`src/sv/dpc_pkg.sv`:
```
// shared types and constants for the dof predictor with clamp and running maxima
`timescale 1ns / 1ps

package dpc_pkg;

    // dofs per node limit and position counter width
    localparam int unsigned MAX_DOFS = 8;
    localparam int unsigned POS_W    = $clog2(MAX_DOFS);

    // queue depths
    localparam int unsigned WORK_DEPTH = 4;
    localparam int unsigned WORK_PTR_W = $clog2(WORK_DEPTH);
    localparam int unsigned OUT_DEPTH  = 8;
    localparam int unsigned OUT_PTR_W  = $clog2(OUT_DEPTH);

    // configuration register indexes
    localparam logic [2:0] CFG_TIME_STEP     = 3'd0;
    localparam logic [2:0] CFG_DYNAMIC       = 3'd1;
    localparam logic [2:0] CFG_THERMAL_MODE  = 3'd2;
    localparam logic [2:0] CFG_LATER_INCR    = 3'd3;
    localparam logic [2:0] CFG_DISCONTINUITY = 3'd4;
    localparam logic [2:0] CFG_DOFS_PER_NODE = 3'd5;

    // thermal mode codes, the unused code behaves as mechanical only
    localparam logic [1:0] MODE_MECHANICAL = 2'd0;
    localparam logic [1:0] MODE_THERMAL    = 2'd1;
    localparam logic [1:0] MODE_COUPLED    = 2'd2;

    // reset value of dofs per node
    localparam logic [3:0] DOFS_PER_NODE_RST = 4'd4;

    // thermal increment clamp (100.0 in q16.16) and peak ceiling
    localparam logic signed [47:0] THERM_LIMIT = 48'sd6553600;
    localparam logic [30:0]        PEAK_MAX    = 31'h7FFF_FFFF;

    // what the back end does with one dof
    typedef enum logic [1:0] {
        OP_COPY,
        OP_MECH,
        OP_THERM
    } t_dpc_op;

    // configuration registers
    typedef struct packed {
        logic [31:0] time_step;
        logic        dynamic_analysis;
        logic [1:0]  thermal_mode;
        logic        later_increment;
        logic        discontinuity;
        logic [3:0]  dofs_per_node;
    } t_dpc_cfg;

    // input request
    typedef struct packed {
        logic signed [31:0] old_value;
        logic signed [31:0] old_rate;
        logic               dof_active;
        logic               last_dof;
    } t_dpc_req;

    // result
    typedef struct packed {
        logic signed [31:0] new_value;
        logic [30:0]        max_mechanical;
        logic [30:0]        max_thermal;
        logic               final_res;
    } t_dpc_res;

    // classified request between front and back
    typedef struct packed {
        t_dpc_op            op;
        logic signed [31:0] old_value;
        logic signed [31:0] old_rate;
        logic               dof_active;
        logic               last_dof;
    } t_dpc_work;

endpackage

```
`src/sv/dpc_front.sv`:
```
// front end: accepts requests, tracks dof position, classifies and queues them
`timescale 1ns / 1ps

module dpc_front (
    input  logic                i_clk,
    input  logic                i_rst_n,
    input  dpc_pkg::t_dpc_cfg   i_cfg,
    input  logic                push,
    output logic                full,
    input  dpc_pkg::t_dpc_req   i_req,
    output logic                o_work_valid,
    input  logic                i_work_ready,
    output dpc_pkg::t_dpc_work  o_work
);

    logic [dpc_pkg::POS_W-1:0]      r_dof_position, n_dof_position;
    dpc_pkg::t_dpc_work             r_queue [dpc_pkg::WORK_DEPTH];
    logic [dpc_pkg::WORK_PTR_W-1:0] r_wr_ptr, r_rd_ptr;
    logic [dpc_pkg::WORK_PTR_W:0]   r_count, n_count;
    logic                           w_accept, w_pop, w_extrap, w_temp;
    logic [3:0]                     w_dpn;
    logic [dpc_pkg::POS_W:0]        w_pos_inc;
    dpc_pkg::t_dpc_op               w_op;
    dpc_pkg::t_dpc_work             w_work;

    assign full         = (r_count == (dpc_pkg::WORK_PTR_W+1)'(dpc_pkg::WORK_DEPTH));
    assign w_accept     = push && !full;
    assign o_work_valid = (r_count != '0);
    assign w_pop        = o_work_valid && i_work_ready;
    assign o_work       = r_queue[r_rd_ptr];

    // effective dofs per node, zero reads as one and large values as the limit
    always_comb begin
        w_dpn = i_cfg.dofs_per_node;
        if (i_cfg.dofs_per_node == 4'd0) begin
            w_dpn = 4'd1;
        end else if (i_cfg.dofs_per_node > 4'(dpc_pkg::MAX_DOFS)) begin
            w_dpn = 4'(dpc_pkg::MAX_DOFS);
        end
    end

    // classify the request from mode and position
    assign w_temp   = (r_dof_position == '0);
    assign w_extrap = i_cfg.dynamic_analysis || (i_cfg.later_increment && !i_cfg.discontinuity);

    always_comb begin
        case (i_cfg.thermal_mode)
            dpc_pkg::MODE_THERMAL: w_op = w_temp ? dpc_pkg::OP_THERM : dpc_pkg::OP_COPY;
            dpc_pkg::MODE_COUPLED: w_op = w_temp ? dpc_pkg::OP_THERM : dpc_pkg::OP_MECH;
            default:               w_op = dpc_pkg::OP_MECH;
        endcase
        if (!w_extrap) begin
            w_op = dpc_pkg::OP_COPY;
        end
    end

    always_comb begin
        w_work.op         = w_op;
        w_work.old_value  = i_req.old_value;
        w_work.old_rate   = i_req.old_rate;
        w_work.dof_active = i_req.dof_active;
        w_work.last_dof   = i_req.last_dof;
    end

    // next dof position
    assign w_pos_inc = {1'b0, r_dof_position} + (dpc_pkg::POS_W+1)'(1);

    always_comb begin
        n_dof_position = r_dof_position;
        if (w_accept) begin
            if (i_req.last_dof || (4'(w_pos_inc) >= w_dpn)) begin
                n_dof_position = '0;
            end else begin
                n_dof_position = w_pos_inc[dpc_pkg::POS_W-1:0];
            end
        end
    end

    // queue occupancy
    always_comb begin
        n_count = r_count;
        if (w_accept && !w_pop) begin
            n_count = r_count + (dpc_pkg::WORK_PTR_W+1)'(1);
        end else if (!w_accept && w_pop) begin
            n_count = r_count - (dpc_pkg::WORK_PTR_W+1)'(1);
        end
    end

    // control registers
    always_ff @(posedge i_clk) begin
        if (!i_rst_n) begin
            r_dof_position <= '0;
            r_count        <= '0;
            r_wr_ptr       <= '0;
            r_rd_ptr       <= '0;
        end else begin
            r_dof_position <= n_dof_position;
            r_count        <= n_count;
            if (w_accept) begin
                r_wr_ptr <= r_wr_ptr + dpc_pkg::WORK_PTR_W'(1);
            end
            if (w_pop) begin
                r_rd_ptr <= r_rd_ptr + dpc_pkg::WORK_PTR_W'(1);
            end
        end
    end

    // queue storage
    always_ff @(posedge i_clk) begin
        if (w_accept) begin
            r_queue[r_wr_ptr] <= w_work;
        end
    end

    a_count_bound: assert property (@(posedge i_clk) disable iff (!i_rst_n)
        r_count <= (dpc_pkg::WORK_PTR_W+1)'(dpc_pkg::WORK_DEPTH))
        else $error("work queue count out of range");

    a_last_clears_pos: assert property (@(posedge i_clk) disable iff (!i_rst_n)
        (w_accept && i_req.last_dof) |=> (r_dof_position == '0))
        else $error("position not cleared after last dof");

    a_head_holds: assert property (@(posedge i_clk) disable iff (!i_rst_n)
        (o_work_valid && !i_work_ready) |=> (o_work_valid && $stable(o_work)))
        else $error("queue head changed while stalled");

endmodule

```
`src/sv/dpc_back.sv`:
```
// back end: multiply pipeline, clamp and saturation, running peaks, result queue
`timescale 1ns / 1ps

module dpc_back (
    input  logic                i_clk,
    input  logic                i_rst_n,
    input  logic [31:0]         i_time_step,
    input  logic                i_work_valid,
    output logic                o_work_ready,
    input  dpc_pkg::t_dpc_work  i_work,
    output logic                empty,
    input  logic                pop,
    output dpc_pkg::t_dpc_res   o_res
);

    localparam logic signed [48:0] SUM_MAX = 49'sh0_7FFF_FFFF;
    localparam logic signed [48:0] SUM_MIN = -49'sh0_8000_0000;

    // stage 1: product
    logic                       r_s1_valid;
    logic signed [63:0]         r_s1_prod;
    dpc_pkg::t_dpc_op           r_s1_op;
    logic signed [31:0]         r_s1_old;
    logic                       r_s1_active, r_s1_last;
    // stage 2: increment, magnitude, sum
    logic                       r_s2_valid;
    logic signed [31:0]         r_s2_newv;
    logic [30:0]                r_s2_mag;
    dpc_pkg::t_dpc_op           r_s2_op;
    logic                       r_s2_active, r_s2_last;
    // peaks
    logic [30:0]                r_mech_peak, n_mech_peak;
    logic [30:0]                r_therm_peak, n_therm_peak;
    // result queue
    dpc_pkg::t_dpc_res          r_out [dpc_pkg::OUT_DEPTH];
    logic [dpc_pkg::OUT_PTR_W-1:0] r_out_wr, r_out_rd;
    logic [dpc_pkg::OUT_PTR_W:0]   r_out_count, n_out_count;

    logic                       w_take, w_out_pop;
    logic [dpc_pkg::OUT_PTR_W+1:0] w_reserved;
    logic signed [32:0]         w_ts;
    logic signed [64:0]         w_prod;
    logic signed [47:0]         w_d;
    logic signed [48:0]         w_d_ext, w_mag_full, w_sum;
    logic [30:0]                w_mag;
    logic signed [31:0]         w_newv;
    logic [30:0]                w_mech_upd, w_therm_upd;
    dpc_pkg::t_dpc_res          w_res;

    // take a request only when the result queue has room for everything in flight
    assign w_reserved   = (dpc_pkg::OUT_PTR_W+2)'(r_out_count)
                        + (dpc_pkg::OUT_PTR_W+2)'(r_s1_valid)
                        + (dpc_pkg::OUT_PTR_W+2)'(r_s2_valid);
    assign o_work_ready = (w_reserved < (dpc_pkg::OUT_PTR_W+2)'(dpc_pkg::OUT_DEPTH));
    assign w_take       = i_work_valid && o_work_ready;

    // time step times rate, full precision
    assign w_ts   = $signed({1'b0, i_time_step});
    assign w_prod = w_ts * i_work.old_rate;

    // floor shift, optional thermal clamp
    always_comb begin
        w_d = r_s1_prod[63:16];
        if (r_s1_op == dpc_pkg::OP_THERM) begin
            if (w_d > dpc_pkg::THERM_LIMIT) begin
                w_d = dpc_pkg::THERM_LIMIT;
            end else if (w_d < -dpc_pkg::THERM_LIMIT) begin
                w_d = -dpc_pkg::THERM_LIMIT;
            end
        end
    end

    // saturated magnitude and saturated sum
    assign w_d_ext    = {w_d[47], w_d};
    assign w_mag_full = w_d[47] ? -w_d_ext : w_d_ext;
    assign w_mag      = (w_mag_full > $signed({18'd0, dpc_pkg::PEAK_MAX}))
                      ? dpc_pkg::PEAK_MAX : w_mag_full[30:0];
    assign w_sum      = {{17{r_s1_old[31]}}, r_s1_old} + w_d_ext;

    always_comb begin
        if (r_s1_op == dpc_pkg::OP_COPY) begin
            w_newv = r_s1_old;
        end else if (w_sum > SUM_MAX) begin
            w_newv = 32'sh7FFF_FFFF;
        end else if (w_sum < SUM_MIN) begin
            w_newv = -32'sh8000_0000;
        end else begin
            w_newv = w_sum[31:0];
        end
    end

    // peak update at commit
    always_comb begin
        w_mech_upd  = r_mech_peak;
        w_therm_upd = r_therm_peak;
        if (r_s2_active) begin
            if (r_s2_op == dpc_pkg::OP_MECH && r_s2_mag > r_mech_peak) begin
                w_mech_upd = r_s2_mag;
            end
            if (r_s2_op == dpc_pkg::OP_THERM && r_s2_mag > r_therm_peak) begin
                w_therm_upd = r_s2_mag;
            end
        end
    end

    always_comb begin
        n_mech_peak  = r_mech_peak;
        n_therm_peak = r_therm_peak;
        if (r_s2_valid) begin
            n_mech_peak  = r_s2_last ? '0 : w_mech_upd;
            n_therm_peak = r_s2_last ? '0 : w_therm_upd;
        end
    end

    always_comb begin
        w_res.new_value      = r_s2_newv;
        w_res.max_mechanical = w_mech_upd;
        w_res.max_thermal    = w_therm_upd;
        w_res.final_res      = r_s2_last;
    end

    // result queue occupancy
    assign empty     = (r_out_count == '0);
    assign w_out_pop = pop && !empty;
    assign o_res     = r_out[r_out_rd];

    always_comb begin
        n_out_count = r_out_count;
        if (r_s2_valid && !w_out_pop) begin
            n_out_count = r_out_count + (dpc_pkg::OUT_PTR_W+1)'(1);
        end else if (!r_s2_valid && w_out_pop) begin
            n_out_count = r_out_count - (dpc_pkg::OUT_PTR_W+1)'(1);
        end
    end

    // control registers
    always_ff @(posedge i_clk) begin
        if (!i_rst_n) begin
            r_s1_valid   <= 1'b0;
            r_s2_valid   <= 1'b0;
            r_mech_peak  <= '0;
            r_therm_peak <= '0;
            r_out_count  <= '0;
            r_out_wr     <= '0;
            r_out_rd     <= '0;
        end else begin
            r_s1_valid   <= w_take;
            r_s2_valid   <= r_s1_valid;
            r_mech_peak  <= n_mech_peak;
            r_therm_peak <= n_therm_peak;
            r_out_count  <= n_out_count;
            if (r_s2_valid) begin
                r_out_wr <= r_out_wr + dpc_pkg::OUT_PTR_W'(1);
            end
            if (w_out_pop) begin
                r_out_rd <= r_out_rd + dpc_pkg::OUT_PTR_W'(1);
            end
        end
    end

    // pipeline payload
    always_ff @(posedge i_clk) begin
        r_s1_prod   <= w_prod[63:0];
        r_s1_op     <= i_work.op;
        r_s1_old    <= i_work.old_value;
        r_s1_active <= i_work.dof_active;
        r_s1_last   <= i_work.last_dof;
        r_s2_newv   <= w_newv;
        r_s2_mag    <= w_mag;
        r_s2_op     <= r_s1_op;
        r_s2_active <= r_s1_active;
        r_s2_last   <= r_s1_last;
    end

    // result storage
    always_ff @(posedge i_clk) begin
        if (r_s2_valid) begin
            r_out[r_out_wr] <= w_res;
        end
    end

    a_room_reserved: assert property (@(posedge i_clk) disable iff (!i_rst_n)
        w_reserved <= (dpc_pkg::OUT_PTR_W+2)'(dpc_pkg::OUT_DEPTH))
        else $error("result queue overbooked");

    a_peaks_clear: assert property (@(posedge i_clk) disable iff (!i_rst_n)
        (r_s2_valid && r_s2_last) |=> (r_mech_peak == '0 && r_therm_peak == '0))
        else $error("peaks not cleared after last dof");

    a_copy_keeps_peaks: assert property (@(posedge i_clk) disable iff (!i_rst_n)
        (r_s2_valid && !r_s2_last && r_s2_op == dpc_pkg::OP_COPY)
        |=> ($stable(r_mech_peak) && $stable(r_therm_peak)))
        else $error("copied dof changed a peak");

    a_pop_on_data: assert property (@(posedge i_clk) disable iff (!i_rst_n)
        (empty && !r_s2_valid) |=> empty)
        else $error("result appeared without a commit");

endmodule

```
`src/sv/dof_predictor_clamp_max.sv`:
```
// Top level: configuration registers, front end and back end of the dof predictor
// Path: work queue, stage 1, stage 2, result queue. Throughput: one request per
// cycle while the result queue has room, set by the single 33x32 multiplier
// stage; a four-entry work queue and an eight-entry result queue absorb stalls.
// Reset (synchronous, i_rst_n low): queues empty, dof position and peaks zero,
// registers at their defaults; the block takes requests in the next cycle.
`timescale 1ns / 1ps

module dof_predictor_clamp_max (
    input  logic              i_clk,
    input  logic              i_rst_n,
    input  logic              i_cfg_we,
    input  logic [2:0]        i_cfg_index,
    input  logic [31:0]       i_cfg_wdata,
    input  logic              push,
    output logic              full,
    input  dpc_pkg::t_dpc_req i_req,
    output logic              empty,
    input  logic              pop,
    output dpc_pkg::t_dpc_res o_res
);

    dpc_pkg::t_dpc_cfg  r_cfg;
    dpc_pkg::t_dpc_work w_work;
    logic               w_work_valid, w_work_ready;

    // configuration register writes
    always_ff @(posedge i_clk) begin
        if (!i_rst_n) begin
            r_cfg.time_step        <= '0;
            r_cfg.dynamic_analysis <= 1'b0;
            r_cfg.thermal_mode     <= dpc_pkg::MODE_MECHANICAL;
            r_cfg.later_increment  <= 1'b0;
            r_cfg.discontinuity    <= 1'b0;
            r_cfg.dofs_per_node    <= dpc_pkg::DOFS_PER_NODE_RST;
        end else if (i_cfg_we) begin
            case (i_cfg_index)
                dpc_pkg::CFG_TIME_STEP:     r_cfg.time_step        <= i_cfg_wdata;
                dpc_pkg::CFG_DYNAMIC:       r_cfg.dynamic_analysis <= i_cfg_wdata[0];
                dpc_pkg::CFG_THERMAL_MODE:  r_cfg.thermal_mode     <= i_cfg_wdata[1:0];
                dpc_pkg::CFG_LATER_INCR:    r_cfg.later_increment  <= i_cfg_wdata[0];
                dpc_pkg::CFG_DISCONTINUITY: r_cfg.discontinuity    <= i_cfg_wdata[0];
                dpc_pkg::CFG_DOFS_PER_NODE: r_cfg.dofs_per_node    <= i_cfg_wdata[3:0];
                default: begin
                end
            endcase
        end
    end

    // request intake and classification
    dpc_front u_front (
        .i_clk        (i_clk),
        .i_rst_n      (i_rst_n),
        .i_cfg        (r_cfg),
        .push         (push),
        .full         (full),
        .i_req        (i_req),
        .o_work_valid (w_work_valid),
        .i_work_ready (w_work_ready),
        .o_work       (w_work)
    );

    // arithmetic, peaks and result queue
    dpc_back u_back (
        .i_clk        (i_clk),
        .i_rst_n      (i_rst_n),
        .i_time_step  (r_cfg.time_step),
        .i_work_valid (w_work_valid),
        .o_work_ready (w_work_ready),
        .i_work       (w_work),
        .empty        (empty),
        .pop          (pop),
        .o_res        (o_res)
    );

endmodule
```
`config.mk`:
```
export PLATFORM = sky130hd
export DESIGN_NAME = dof_predictor_clamp_max
export DESIGN_NICKNAME = d
export VERILOG_FILES = /design/src/sv/dpc_pkg.sv /design/src/sv/dpc_front.sv /design/src/sv/dpc_back.sv /design/src/sv/dof_predictor_clamp_max.sv
export SDC_FILE = /design/constraint.sdc
export NUM_CORES = 2
export LEC_CHECK = 0
export ABC_AREA = 1
export BUFFER_PORTS_ARGS = -buffer_cell sky130_fd_sc_hd__buf_4
export CAP_MARGIN = 10
export CORE_MARGIN = 1
export CORE_UTILIZATION = 52
export CTS_CLUSTER_SIZE = 24
export DETAILED_ROUTE_END_ITERATION = 8
export MAX_ROUTING_LAYER = met4
export PLACE_DENSITY = 0.69
export RECOVER_POWER = 100
export REMOVE_ABC_BUFFERS = 1
export SLEW_MARGIN = 20
export SYNTH_ARGS = -nofsm -noshare
export SYNTH_HDL_FRONTEND = slang
export SYNTH_SLANG_ARGS = --single-unit
```
`constraint.sdc`:
```
create_clock -name i_clk -period 12.05 [get_ports i_clk]
set_input_delay 0 -clock i_clk [delete_from_list [all_inputs] [get_ports i_clk]]
set_output_delay 0 -clock i_clk [all_outputs]
set_load 0.03 [all_outputs]
```
# Word level (Yosys, flattened, before mapping)
# Memories as Yosys holds them, arrays and structs flattened. A register that Yosys moved wholly into a read port is not among the register bits.
# Index checks and enable logic that the tools add are counted.
# classes
addsub,13
multipliers,1
magnitude_cmp,10
n_eq_ne,11
mux,32
n_reduce_logical,33
# op_table
cell,n
31-bit 2-to-1 mux,6
48-bit 2-to-1 mux,3
49-bit by 32-bit greater-than comparator with 1-bit output (second input constant),2
32-bit 2-to-1 mux,3
33-bit by 32-bit multiplier with 64-bit output,1
31-bit greater-than comparator,2
32-bit by 48-bit adder with 49-bit output,1
49-bit by 32-bit less-than comparator with 1-bit output (second input constant),1
49-bit 2-to-1 mux,1
48-bit negation with 49-bit output,1
48-bit by 24-bit greater-than comparator with 1-bit output (second input constant),1
48-bit by 24-bit less-than comparator with 1-bit output (second input constant),1
4-bit 2-to-1 mux,4
3-bit 2-to-1 mux,5
2-bit AND reduction,6
1-bit logical AND,10
2-bit 2-to-1 mux,5
3-bit by 1-bit adder with 3-bit output (second input constant),3
3-bit equality test (second input constant),3
4-bit zero test,2
1-bit zero test,7
2-bit equality test (second input constant),3
3-bit by 2-bit equality test with 1-bit output (second input constant),2
3-bit zero test,2
other kinds (18),25
# word_totals
regBits,292
ram_bits,1032
in_bits,106
out_inout_bits,97
word_cells,129
mem_count,2
# memory_table
name,words,width,rd,rd_ports_with_merged_regs,write_ports,line_no,rtl
u_back.r_out,8,95,1,1,1,dpc_back.sv:35,dpc_pkg::t_dpc_res r_out [dpc_pkg::OUT_DEPTH];
u_front.r_queue,4,68,1,1,1,dpc_front.sv:17,dpc_pkg::t_dpc_work r_queue [dpc_pkg::WORK_DEPTH];

# Depth between registers and ports, before layout
# logic_depth
ltp_word,9
depth_mapped,37
ltp_nobuf,34

# Modules after synthesis
# A second synthesis with hierarchy kept.
# unflattened
cells_unflattened,9769
area_unflattened_um2,91163.7
# modules_own_cells
mod,instances,cells_per_inst,area_per_inst_um2,seq_area_each_um2
dpc_back,1,8727,78470.3,27386.3
dpc_front,1,772,10860.4,8408.1
dof_predictor_clamp_max,1,270,1833.0,820.8

# Worst setup path after synthesis
# Ideal clock, no wire load.
# synth_timing
path_kind,flip-flop to flip-flop
from,register (tool-made name)
to,register u_back.r_s1_prod[51]
setup_ns,0.072
arrival_time_ns,7.409
required_ns,11.978
setup_slack_ns,4.569
stages_incl_launch_ff,31
path_buffers,3
synth_period_minus_slack_ns,7.481
cell_sequence,dfxtp_1 > inv_1 > clkbuf_1 > clkbuf_1 > nand3_1 > nand2_1 > clkbuf_1 > nor2_1 > fa_1 > fa_1 > fa_1 > inv_1 > fa_1 > inv_1 > fa_1 > fa_1 > fa_1 > inv_1 > fa_1 > inv_1 > ha_1 > nand2_1 > nor2_1 > inv_1 > nor2_1 > inv_1 > nor4_1 > a21oi_1 > o21a_1 > o31ai_1 > xor2_1
# synth_rtl
item,line_no,rtl
end signal: assignment,dpc_back.sv:163,r_s1_prod <= w_prod[63:0];
end: declaration,dpc_back.sv:21,logic signed [63:0] r_s1_prod;

==> metrics.csv <==
metric,value,unit
status,"finished, violations left",
violations,"max-capacitance violations, max-slew violations",
layout_setup_ws,1.67,ns
p_leak,41.0,nW
dp_cells,11400,
cp-start-kind,register,
syn-mean-instance-area,9.54,um2
ir_worst_vdd,0.000287,V
syn_inst,9274,
holdPathStages,2,
hold_violations,0,
ff2ff_path_depth,29,
drt_iter0_markers,5960,
drive_gt1_share,4.64,%
cts_buffers,138,
io_pins,203,
first_pass_iters,8,
synthFlopType,edfxtp_1,
fin_crit,10.38,ns
cts-resized-gates,0,
fin_nets,11000,
met2_length,127000,um
die_x,414,um
place_hpwl,189000,um
layout_commonest_cell,nor2_1,
die-area,172000,um2
globalplace.congestion,0.991,
seq_area_frac_synth,41.4,%
period_share,86.1,%
cts_tree,yes,
r2r-end,u_back.r_s1_prod[56],
whs_endpoint,u_front.r_queue[1][2],
antenna_found_initial,6,
final_util,58.6,%
start_util,52.7,%
die_y,414,um
final_cell_mix,"nor2_1 (1600), nand2_1 (1408), inv_1 (1328), edfxtp_1 (1032), fa_1 (899)",
multi_input_comb_area,45000,um2
clk_latency,0.82,ns
clock-skew-final,0.0595,ns
ys_ff_latch,1313,
p_per_area,277,nW/um2
drv_cap,36,
worst_ep_required_time,12.05,ns
synth.distinct_cells,55,
rows,150,
cp_max_fo,187,
synth-edff-count,1032,
yosysTopAreaCell,edfxtp_1,
cts_setup_buffers,0,
track_usage,31.6,%
slew_viol_final,1837,
port-buffer-count,202,
cts_max_level,4,
syn_area,88400,um2
drc,0,
core,168000,um2
setup_viol,0,
layoutNonFillerInstCount,11900,
nFillCells,14200,
grt_first_pass_wirelength,401000,um
route.antenna.remaining_nets,0,
pre_cts_slack,2.39,ns
clkTransAtPathRegs,0.06,ns
hp-start,i_req[2],
top_layer,met4,
clock-sinks,1313,
viasPerCell,5.61,
path_cells,"clkbuf_1, buf_4, o21ai_0, o22ai_1, nor2_1, a31oi_1, clkbuf_1",
tightestPinTransition,8.23,ns
synthTopCellsByArea,"edfxtp_1 (35%), fa_1 (20%), nor2_1 (6.8%)",
yosysWarnings,0,
grt_setup_unrepaired,no,
grt-ovfl-total,0,
relSlewSlack,-449,%
cts_buffer_depth,3,
vias,66500,
fmaxAchievable,0.0964,GHz
async_flop_share,0,%
synth.top_cell.area_share,35.0,%
regArea,36600,um2
critical_path_class,register to output pin,
met3WireLength,20700,um
reg2reg_slack,1.97,ns
max_stage_delay,5.73,ns
grt_max_degree,230,
hold_class,input pin to register,
cts_root_buffer,clkbuf_16,
totalWireLength,265000,um
met1_length,105000,um
end_kind,output pin,
grt_pass1_vias,67100,
wl_per_cell,22.3,um
worst_path_most_repeated_cell,clkbuf_1,
slowest_stage,clkbuf_1,
critPathArrivalTime,10.38,ns
area_delta_synth_final,11.3,%
[what timing repair did]
| item | in CTS | in global routing |
|---|---|---|
| endpoints found under the hold margin | 326 | 0 |
| hold buffers | 219 | 0 |
| setup endpoints to repair | 0 | 0 |
[power by group]
part / total [mW] / internal (mW) / leakage (nW) / switching (mW)
clock: 4.33 / 2.45 / 2.27 / 1.88
sequential: 6.26 / 5.81 / 11.7 / 0.453
combinational: 16.6 / 5.13 / 26.9 / 11.5
total: 27.2 / 13.4 / 41.0 / 13.8
[registers in the layout, indices dropped and copies added, names as in the netlist, 2 cells and up, named ones only]
signal,count
u_back.r_out_wr,3
u_back.r_out_rd,3
u_back.r_s2_op,2
r_cfg,41
u_front.r_count,3
u_back.r_s1_op,2
u_front.r_queue,272
u_front.r_dof_position,3
u_back.r_s2_mag,31
u_front.r_wr_ptr,2
u_back.r_s1_prod,48
u_back.r_out,760
u_back.r_mech_peak,31
u_back.r_s1_old,32
u_back.r_s2_newv,32
u_back.r_out_count,4
u_front.r_rd_ptr,2
u_back.r_therm_peak,31
[logic make-up (layout without fill, tap and decap cells)]
group | count (synthesis) | after routing | synth area share, %
buffers and inverters | 1795 | 2165 | 7.70
AO/OA/AOI/OAI | 1397 | 1397 | 8.59
adder cells (fa/ha/maj) | 1317 | 1317 | 26.3
AND/OR/NAND/NOR | 3321 | 3321 | 14.8
XOR/XNOR | 131 | 131 | 1.30
flip-flops | 1313 | 1313 | 41.4
other | 0 | 3 | 0
[per-layer routing]
| metal | track usage, % | vias to the layer above |
|---|---|---|
| li1 | - | 30300 |
| met2 | 51.3 | 2722 |
| met3 | 5.43 | 596 |
| met4 | 12.6 | 0 |
| met5 | - | - |
| met1 | 39.4 | 32800 |
[worst max-delay path: cells and delay by family, from the launching register on]
| kind | cells | cell delay (ns) |
|---|---|---|
| simple gates | 1 | 0.06 |
| compound gates | 3 | 0.76 |
| flops | 1 | 1.01 |
| buf+inv | 3 | 7.42 |
[metrics by stage]
stage	total power [mW]	hold slack (ns)	TNS (ns)	area (um2)
after floorplan	17.0	0.0846	-396.01	86800
after global placement	22.7	0.198	0	92100
after detailed placement	22.9	0.202	0	92100
after CTS	27.3	0.00383	0	99000
after global routing	29.2	0.0296	0	98400
final	27.2	0.0714	0	98400
[layout make-up]
class | instances | share of cell area (%)
antenna | 3 | 0.00763
clock buffer | 183 | 3.84
clock inverter | 72 | 0.909
inverter | 1365 | 5.22
multi-input combinational | 6166 | 45.8
sequential | 1313 | 37.2
tap | 2204 | 2.80
timing repair buffer | 545 | 4.23
[synth_stat cells (4+ instances only)]
cell      instances
inv_2             6
nand3_1         157
o21ai_0         690
a21o_1            6
o22ai_1         131
ha_1            418
nor3_1           29
o31ai_1           6
o21bai_1          9
inv_1          1330
clkbuf_1        362
buf_6             5
buf_2            21
xor2_1           92
a21oi_1         362
a31oi_1         106
nor4_1           18
o21a_1           29
xnor2_1          39
a211oi_1          6
nor2_2           13
o211ai_1         10
buf_1            39
nand4_1          66
nor2_1         1604
fa_1            899
nand2_2           4
or2_2             7
dfxtp_1         281
clkinv_1         29
edfxtp_1       1032
nand2_1        1406
nand3b_1          5
a21boi_0         10
o41ai_1          13
[worst max-delay path by stage]
stage	from	to	slack, ns
final	register	o_res[38]	1.67
after global routing	register	o_res[19]	0.94
after CTS	register	u_back.r_s1_prod[56]	2.39
after detailed placement	register	u_back.r_s1_prod[56]	2.39
after global placement	register	u_back.r_s1_prod[56]	2.53
after floorplan	register	o_res[0]	-4.17
(Power assumes the default switching activity.)
